--- config.mk ---
export PLATFORM = sky130hd
export DESIGN_NAME = mme_controller
export DESIGN_NICKNAME = d
export VERILOG_FILES = /design/src/hw/rtl/mme_pkg.sv /design/src/hw/rtl/mme_controller.sv
export VERILOG_INCLUDE_DIRS = /design/src /design/src/hw/rtl
export SDC_FILE = /design/constraint.sdc
export NUM_CORES = 1
export LEC_CHECK = 0
export BUFFER_PORTS_ARGS = -buffer_cell sky130_fd_sc_hd__buf_2
export CAP_MARGIN = 20
export CORE_MARGIN = 2
export CORE_UTILIZATION = 30
export DETAILED_ROUTE_END_ITERATION = 8
export SETUP_SLACK_MARGIN = 0.5
export SYNTH_ARGS = -nofsm -noshare
export SYNTH_HDL_FRONTEND = slang
export SYNTH_SLANG_ARGS = --single-unit
--- constraint.sdc ---
create_clock -name clk_i -period 4.1 [get_ports clk_i]
set_input_delay 1.23 -clock clk_i [delete_from_list [all_inputs] [get_ports clk_i]]
set_output_delay 1.23 -clock clk_i [all_outputs]
set_load 0.05 [all_outputs]
--- src/hw/rtl/matrix_multiply_engine_defines.svh ---
// Assertion macros for the matrix multiply engine RTL.
// Included by files that carry concurrent checks; expects clk_i and rst_ni in scope.
`ifndef MATRIX_MULTIPLY_ENGINE_DEFINES_SVH
`define MATRIX_MULTIPLY_ENGINE_DEFINES_SVH
`ifndef SYNTHESIS
`define MME_ASSERT_IMP(lbl, ante, cons, msg) \
  lbl: assert property (@(posedge clk_i) disable iff (!rst_ni) (ante) |-> (cons)) \
    else $error(msg);
`define MME_ASSERT_NXT(lbl, ante, cons, msg) \
  lbl: assert property (@(posedge clk_i) disable iff (!rst_ni) (ante) |=> (cons)) \
    else $error(msg);
`else
`define MME_ASSERT_IMP(lbl, ante, cons, msg)
`define MME_ASSERT_NXT(lbl, ante, cons, msg)
`endif
`endif

--- src/hw/rtl/mme_pkg.sv ---
// Shared types and constants of the matrix multiply engine.
// No dependencies; compile first.
package mme_pkg;

  localparam int unsigned MAX_DIM_DEF    = 16;
  localparam int unsigned ELEM_WIDTH_DEF = 16;

  localparam int unsigned CFG_W    = 5;
  localparam int unsigned CFG_IDX_W = 2;
  localparam int unsigned IDX_IN_W = 4;
  localparam int unsigned VALUE_W  = 16;
  localparam int unsigned PROD_W   = 36;
  localparam int unsigned CMD_W    = 2;
  localparam int unsigned STATUS_W = 2;
  localparam int unsigned CMP_W    = 8;

  typedef enum logic [CMD_W-1:0] {
    CMD_WRITE_A = 2'd0,
    CMD_WRITE_B = 2'd1,
    CMD_READ    = 2'd2
  } cmd_e;

  typedef enum logic [CFG_IDX_W-1:0] {
    REG_ROWS_A = 2'd0,
    REG_COLS_A = 2'd1,
    REG_ROWS_B = 2'd2,
    REG_COLS_B = 2'd3
  } cfg_reg_e;

  typedef enum logic [STATUS_W-1:0] {
    ST_OK       = 2'd0,
    ST_MISMATCH = 2'd1,
    ST_RANGE    = 2'd2
  } status_e;

  typedef struct packed {
    logic wr_a;
    logic wr_b;
    logic start;
    logic issue;
    logic load_out;
  } mme_cmd_t;

  typedef struct packed {
    logic busy;
  } mme_dp_status_t;

endpackage

--- src/hw/rtl/mme_controller.sv ---
// Controller: configuration registers, command decode, term sequencing, output handshake.
// Depends on mme_pkg and matrix_multiply_engine_defines.svh.
`include "matrix_multiply_engine_defines.svh"

module mme_controller import mme_pkg::*; #(
  parameter int unsigned MAX_DIM = MAX_DIM_DEF
) (
  input  logic                  clk_i,
  input  logic                  rst_ni,
  input  logic                  cfg_we_i,
  input  logic [CFG_IDX_W-1:0]  cfg_idx_i,
  input  logic [CFG_W-1:0]      cfg_data_i,
  input  logic                  in_valid_i,
  input  logic [CMD_W-1:0]      in_command_i,
  input  logic [IDX_IN_W-1:0]   in_row_i,
  input  logic [IDX_IN_W-1:0]   in_col_i,
  output logic                  in_ready_o,
  input  logic                  out_ready_i,
  output logic                  out_valid_o,
  output logic [STATUS_W-1:0]   out_status_o,
  output mme_cmd_t              cmd_o,
  output logic [CFG_W-1:0]      k_o,
  input  mme_dp_status_t        dp_status_i
);

  typedef enum logic [1:0] {
    S_IDLE,
    S_RUN,
    S_DRAIN,
    S_FINISH
  } state_e;

  state_e           state_q;
  logic [CFG_W-1:0] rows_a_q;
  logic [CFG_W-1:0] cols_a_q;
  logic [CFG_W-1:0] rows_b_q;
  logic [CFG_W-1:0] cols_b_q;
  logic [CFG_W-1:0] k_q;
  logic [CFG_W-1:0] n_q;
  status_e          status_q;
  status_e          out_status_q;
  logic             out_valid_q;

  logic             accept;
  logic             wr_in_range;
  logic             is_write_a;
  logic             is_write_b;
  logic             is_read;
  logic [CFG_W-1:0] n_d;
  status_e          rd_status;

  function automatic logic [CFG_W-1:0] clamp_dim(input logic [CFG_W-1:0] d);
    return (CMP_W'(d) > CMP_W'(MAX_DIM)) ? CFG_W'(MAX_DIM) : d;
  endfunction

  assign in_ready_o = (state_q == S_IDLE);
  assign accept     = in_valid_i & in_ready_o;

  always_comb begin
    is_write_a = 1'b0;
    is_write_b = 1'b0;
    is_read    = 1'b0;
    case (cmd_e'(in_command_i))
      CMD_WRITE_A: is_write_a = 1'b1;
      CMD_WRITE_B: is_write_b = 1'b1;
      CMD_READ:    is_read    = 1'b1;
      default:     is_read    = 1'b0;
    endcase
  end

  assign wr_in_range = (CMP_W'(in_row_i) < CMP_W'(MAX_DIM)) &&
                       (CMP_W'(in_col_i) < CMP_W'(MAX_DIM));
  assign n_d = clamp_dim(cols_a_q);

  always_comb begin
    if (cols_a_q != rows_b_q) begin
      rd_status = ST_MISMATCH;
    end else if ((CFG_W'(in_row_i) >= clamp_dim(rows_a_q)) ||
                 (CFG_W'(in_col_i) >= clamp_dim(cols_b_q))) begin
      rd_status = ST_RANGE;
    end else begin
      rd_status = ST_OK;
    end
  end

  always_comb begin
    cmd_o.wr_a     = accept && is_write_a && wr_in_range;
    cmd_o.wr_b     = accept && is_write_b && wr_in_range;
    cmd_o.start    = accept && is_read;
    cmd_o.issue    = (state_q == S_RUN);
    cmd_o.load_out = (state_q == S_FINISH) && (!out_valid_q || out_ready_i);
  end

  assign k_o          = k_q;
  assign out_valid_o  = out_valid_q;
  assign out_status_o = out_status_q;

  always_ff @(posedge clk_i or negedge rst_ni) begin
    if (!rst_ni) begin
      state_q      <= S_IDLE;
      rows_a_q     <= CFG_W'(1);
      cols_a_q     <= CFG_W'(1);
      rows_b_q     <= CFG_W'(1);
      cols_b_q     <= CFG_W'(1);
      k_q          <= '0;
      n_q          <= '0;
      status_q     <= ST_OK;
      out_status_q <= ST_OK;
      out_valid_q  <= 1'b0;
    end else begin
      if (cfg_we_i) begin
        case (cfg_reg_e'(cfg_idx_i))
          REG_ROWS_A: rows_a_q <= cfg_data_i;
          REG_COLS_A: cols_a_q <= cfg_data_i;
          REG_ROWS_B: rows_b_q <= cfg_data_i;
          REG_COLS_B: cols_b_q <= cfg_data_i;
          default:    rows_a_q <= rows_a_q;
        endcase
      end

      if (cmd_o.load_out) begin
        out_valid_q  <= 1'b1;
        out_status_q <= status_q;
      end else if (out_valid_q && out_ready_i) begin
        out_valid_q <= 1'b0;
      end

      case (state_q)
        S_IDLE: begin
          if (cmd_o.start) begin
            status_q <= rd_status;
            n_q      <= n_d;
            k_q      <= '0;
            if ((rd_status == ST_OK) && (n_d != '0)) begin
              state_q <= S_RUN;
            end else begin
              state_q <= S_DRAIN;
            end
          end
        end
        S_RUN: begin
          k_q <= k_q + CFG_W'(1);
          if (k_q == n_q - CFG_W'(1)) begin
            state_q <= S_DRAIN;
          end
        end
        S_DRAIN: begin
          if (!dp_status_i.busy) begin
            state_q <= S_FINISH;
          end
        end
        S_FINISH: begin
          if (cmd_o.load_out) begin
            state_q <= S_IDLE;
          end
        end
        default: state_q <= S_IDLE;
      endcase
    end
  end

  `MME_ASSERT_IMP(a_run_below_count, state_q == S_RUN, k_q < n_q, "term index past count")
  `MME_ASSERT_NXT(a_mismatch_first, cmd_o.start && (cols_a_q != rows_b_q), status_q == ST_MISMATCH, "size mismatch not flagged")
  `MME_ASSERT_NXT(a_hold_full_output, (state_q == S_FINISH) && out_valid_q && !out_ready_i, state_q == S_FINISH, "result dropped over a pending item")
  `MME_ASSERT_NXT(a_write_stays_idle, accept && !is_read, state_q == S_IDLE, "write left idle")

endmodule

==> impl_metrics.toml <==
[outcome]
status = "completed"

[sta]
worstMarginPinSlew_ns = 0.839
hold_viol = 0
max_freq_mhz = 297
tns_ns = 0
slew-limit-headroom_pct = 44.1
setup_viol = 0
fin_crit_ns = 3.37
slew_viol_final = 0
fin_ws_ns = 0.734
clock_skew_ns = 0.0114
rsz0062_at_grt = "no"
fin_crit_sh_pct = 82.1

[finish]
drive_gt1_share_pct = 33.9
final_cell_mix = "buf_2 (36), dfrtp_1 (33), nand2_1 (25)"
final_common_cell = "buf_2"
n_antenna_cell = 0
syn2layout_area_growth_pct = 18.3
nets = 269
finalInstanceArea_um2 = 2450

[global_routing]
antenna_found_initial = 0
grt_pass1_vias = 1522
grt_overflow = 0
globalRouteTotalUtil_pct = 12.1
grt_pass1_wl_um = 7160
grt_max_degree = 38

[worst_setup_path]
crit_type = "primary input to primary output"
crit_buf_inv = 3
cpMostUsedCell = "buf_2"
required_ns = 2.87
cp-end-kind = "primary output"
r2r_slack_ns = 2.12
r2r-start = "cols_b_q[0]"
crit_fanout = 9
critPathMaxStageDelay_ns = 0.28
ff2ff_path_depth = 7
cp-start-kind = "primary input"
cp_cell_sequence = "buf_2 -> nor2b_1 -> nand3_2 -> inv_2 -> buf_2"
arrival_ns = 2.14
cp_top_family = "buffers and inverters"
crit_path_top_delay_cell = "buf_2"
r2r-end = "status_q[1]"

[cts]
cts_sinks = 37
cts_root_buf = "clkbuf_8"
clk_latency_ns = 0.29
clockBufferDepth = 2
ctsHtreeMaxLevel = 2
cts_tree = "yes"
numCtsBuffers = 5
post_cts_resized = 0
postCtsSetupBuffers = 0
clk_pin_slew_worst_paths_ns = 0.06
cts_hold_buf = 0

[pwr]
p_int_w = 0.000874
p_leak_nw = 1.15
total_power_w = 0.00150
p_comb_share_pct = 45.1
power_density_nw_per_um2 = 612
vdd_drop_max_v = 0.000222
p_sw_share_pct = 41.6
p_clk_share_pct = 17.7
p_seq_share_pct = 37.2
switchingPower_w = 0.000623

[synth]
syn-cell-area_um2 = 2070
avgSynthCellArea_um2 = 10.9
synth_seq_cells = 37
syn_nets = 227
yosysWarnings = 0
syn-instance-count = 190
seq_area_frac_synth_pct = 45.0
yosys.cell_types.count = 39
synth.largest_area_cell = "dfrtp_1"
synthTopCellsByArea = "dfrtp_1 (40%), mux2_2 (11%), ha_1 (8.5%)"
synth_top_area_share_pct = 39.9

[floorplan]
dieWidth_um = 87.0
fp-row-count = 30
initial_core_util_pct = 30.8
die_area_um2 = 7570
die_y_um = 87.0
core_um2 = 6720
io_pins = 37

[detailed_routing]
totalWireLength_um = 4200
post_drt_wl_per_cell_um = 13.4
drc = 0
vias = 1506
via_per_inst = 4.81
firstDrtPassIters = 4
initialDrtViolationCount = 68
antenna_left = 0

[hold_path]
min-delay-start = "out_status_o[1]"
hp-class = "flip-flop to flip-flop"
holdPathEnd = "out_status_o[1]"
whs_path_depth = 1

[flow_run]
maxCapViolations = 0

[placed_design]
numPortBuffers = 36
place_congestion = 0.728
dp_slack_ns = 0.713
placed_cell_area_um2 = 2350
dp_hpwl_um = 3240
==> power groups by stage <==
stage	registers, W	clock network (W)	logic, W
global route	0.000574	0.000295	0.000752
detailed placement	0.000564	0	0.000680
CTS	0.000558	0.000277	0.000684
global placement	0.000561	0	0.000672
finish	0.000557	0.000265	0.000674
floorplan	0.000618	0	0.000469
==> registers in the layout, indices dropped and copies added (netlist names) <==
signal,cells
out_status_o,2
k_o,5
rows_b_q,5
cols_b_q,5
n_q,5
status_q,2
out_valid_o,1
cols_a_q,5
rows_a_q,5
state_q,2
==> layout make-up <==
type,count,area [um2]
tap,80,100
inverter,15,56.3
clock inverter,2,13.8
timing repair buffer,36,180
multi-input combinational,137,1080
clock buffer,6,82.6
sequential,37,931
fill,683,4270
==> worst max path at each step <==
stage | startpoint | endpoint | slack [ns] | cells after the start
after CTS | in_command_i[1] | cmd_o[2] | 0.71 | 5
after global placement | in_command_i[1] | cmd_o[2] | 0.75 | 5
after global routing | in_command_i[1] | cmd_o[2] | 0.63 | 5
final | in_command_i[1] | cmd_o[2] | 0.73 | 5
after detailed placement | in_command_i[1] | cmd_o[2] | 0.71 | 5
after floorplan | in_valid_i | cmd_o[4] | 0.49 | 2
==> cells in the mapped netlist <==
master / instances
o2111ai_1: 1
and3b_1: 1
a21oi_2: 1
nor3_1: 3
nand3b_1: 4
a32o_1: 1
a211o_1: 1
nand3_1: 4
nand2_1: 25
nor4_2: 1
a31oi_1: 1
xnor2_1: 9
nor2_1: 5
mux2_2: 21
nand3_2: 1
dfstp_2: 4
nor3b_2: 1
nor3_2: 1
nand2b_2: 1
o221ai_2: 1
mux2i_1: 3
ha_1: 14
nor2b_1: 5
o211a_1: 1
dfrtp_1: 33
inv_1: 14
o22ai_1: 1
a41o_1: 1
nor3b_1: 1
o31ai_4: 1
nand4bb_1: 1
nand2b_1: 7
a22o_1: 4
a21oi_1: 6
xor2_1: 1
inv_2: 1
a41oi_1: 1
o21ai_0: 7
clkbuf_1: 1
==> per-layer routing <==
layer	share of wire (%)	routed length [um]	up-vias	track usage (%)
met5	0	0	-	0
li1	-	-	745	-
met1	47	1960	721	15.1
met4	1.8	74	0	4.55
met2	48	2000	34	20.1
met3	3.7	157	6	2.94
==> metrics by stage <==
| step | util [%] | instances | hold slack [ns] |
|---|---|---|---|
| floorplan | - | 190 | 0.466 |
| global route | 36.4 | 313 | 0.530 |
| finish | 36.4 | 313 | 0.503 |
| CTS | 36.4 | 313 | 0.509 |
| global placement | 35.0 | 305 | 0.486 |
| detailed placement | 35.0 | 305 | 0.494 |
==> worst reg2reg max path, stage by stage (launching register included) <==
cell and delay [ns]:
dfstp_2 0.53, nor2b_1 0.17, ha_1 0.25, nor2b_1 0.11
o21ai_0 0.10, a31oi_1 0.37, nand2_1 0.12, a22o_1 0.22
==> cells by family after synthesis <==
kind of cell,share of synthesized area [%]
flip-flops,45.0
buffers and inverters,2.90
AND/OR/NAND/NOR,16.2
adder cells (fa/ha/maj),8.47
AO/OA/AOI/OAI,10.3
multiplexers,12.9
XOR/XNOR,4.24
(Power assumes the default switching activity.)
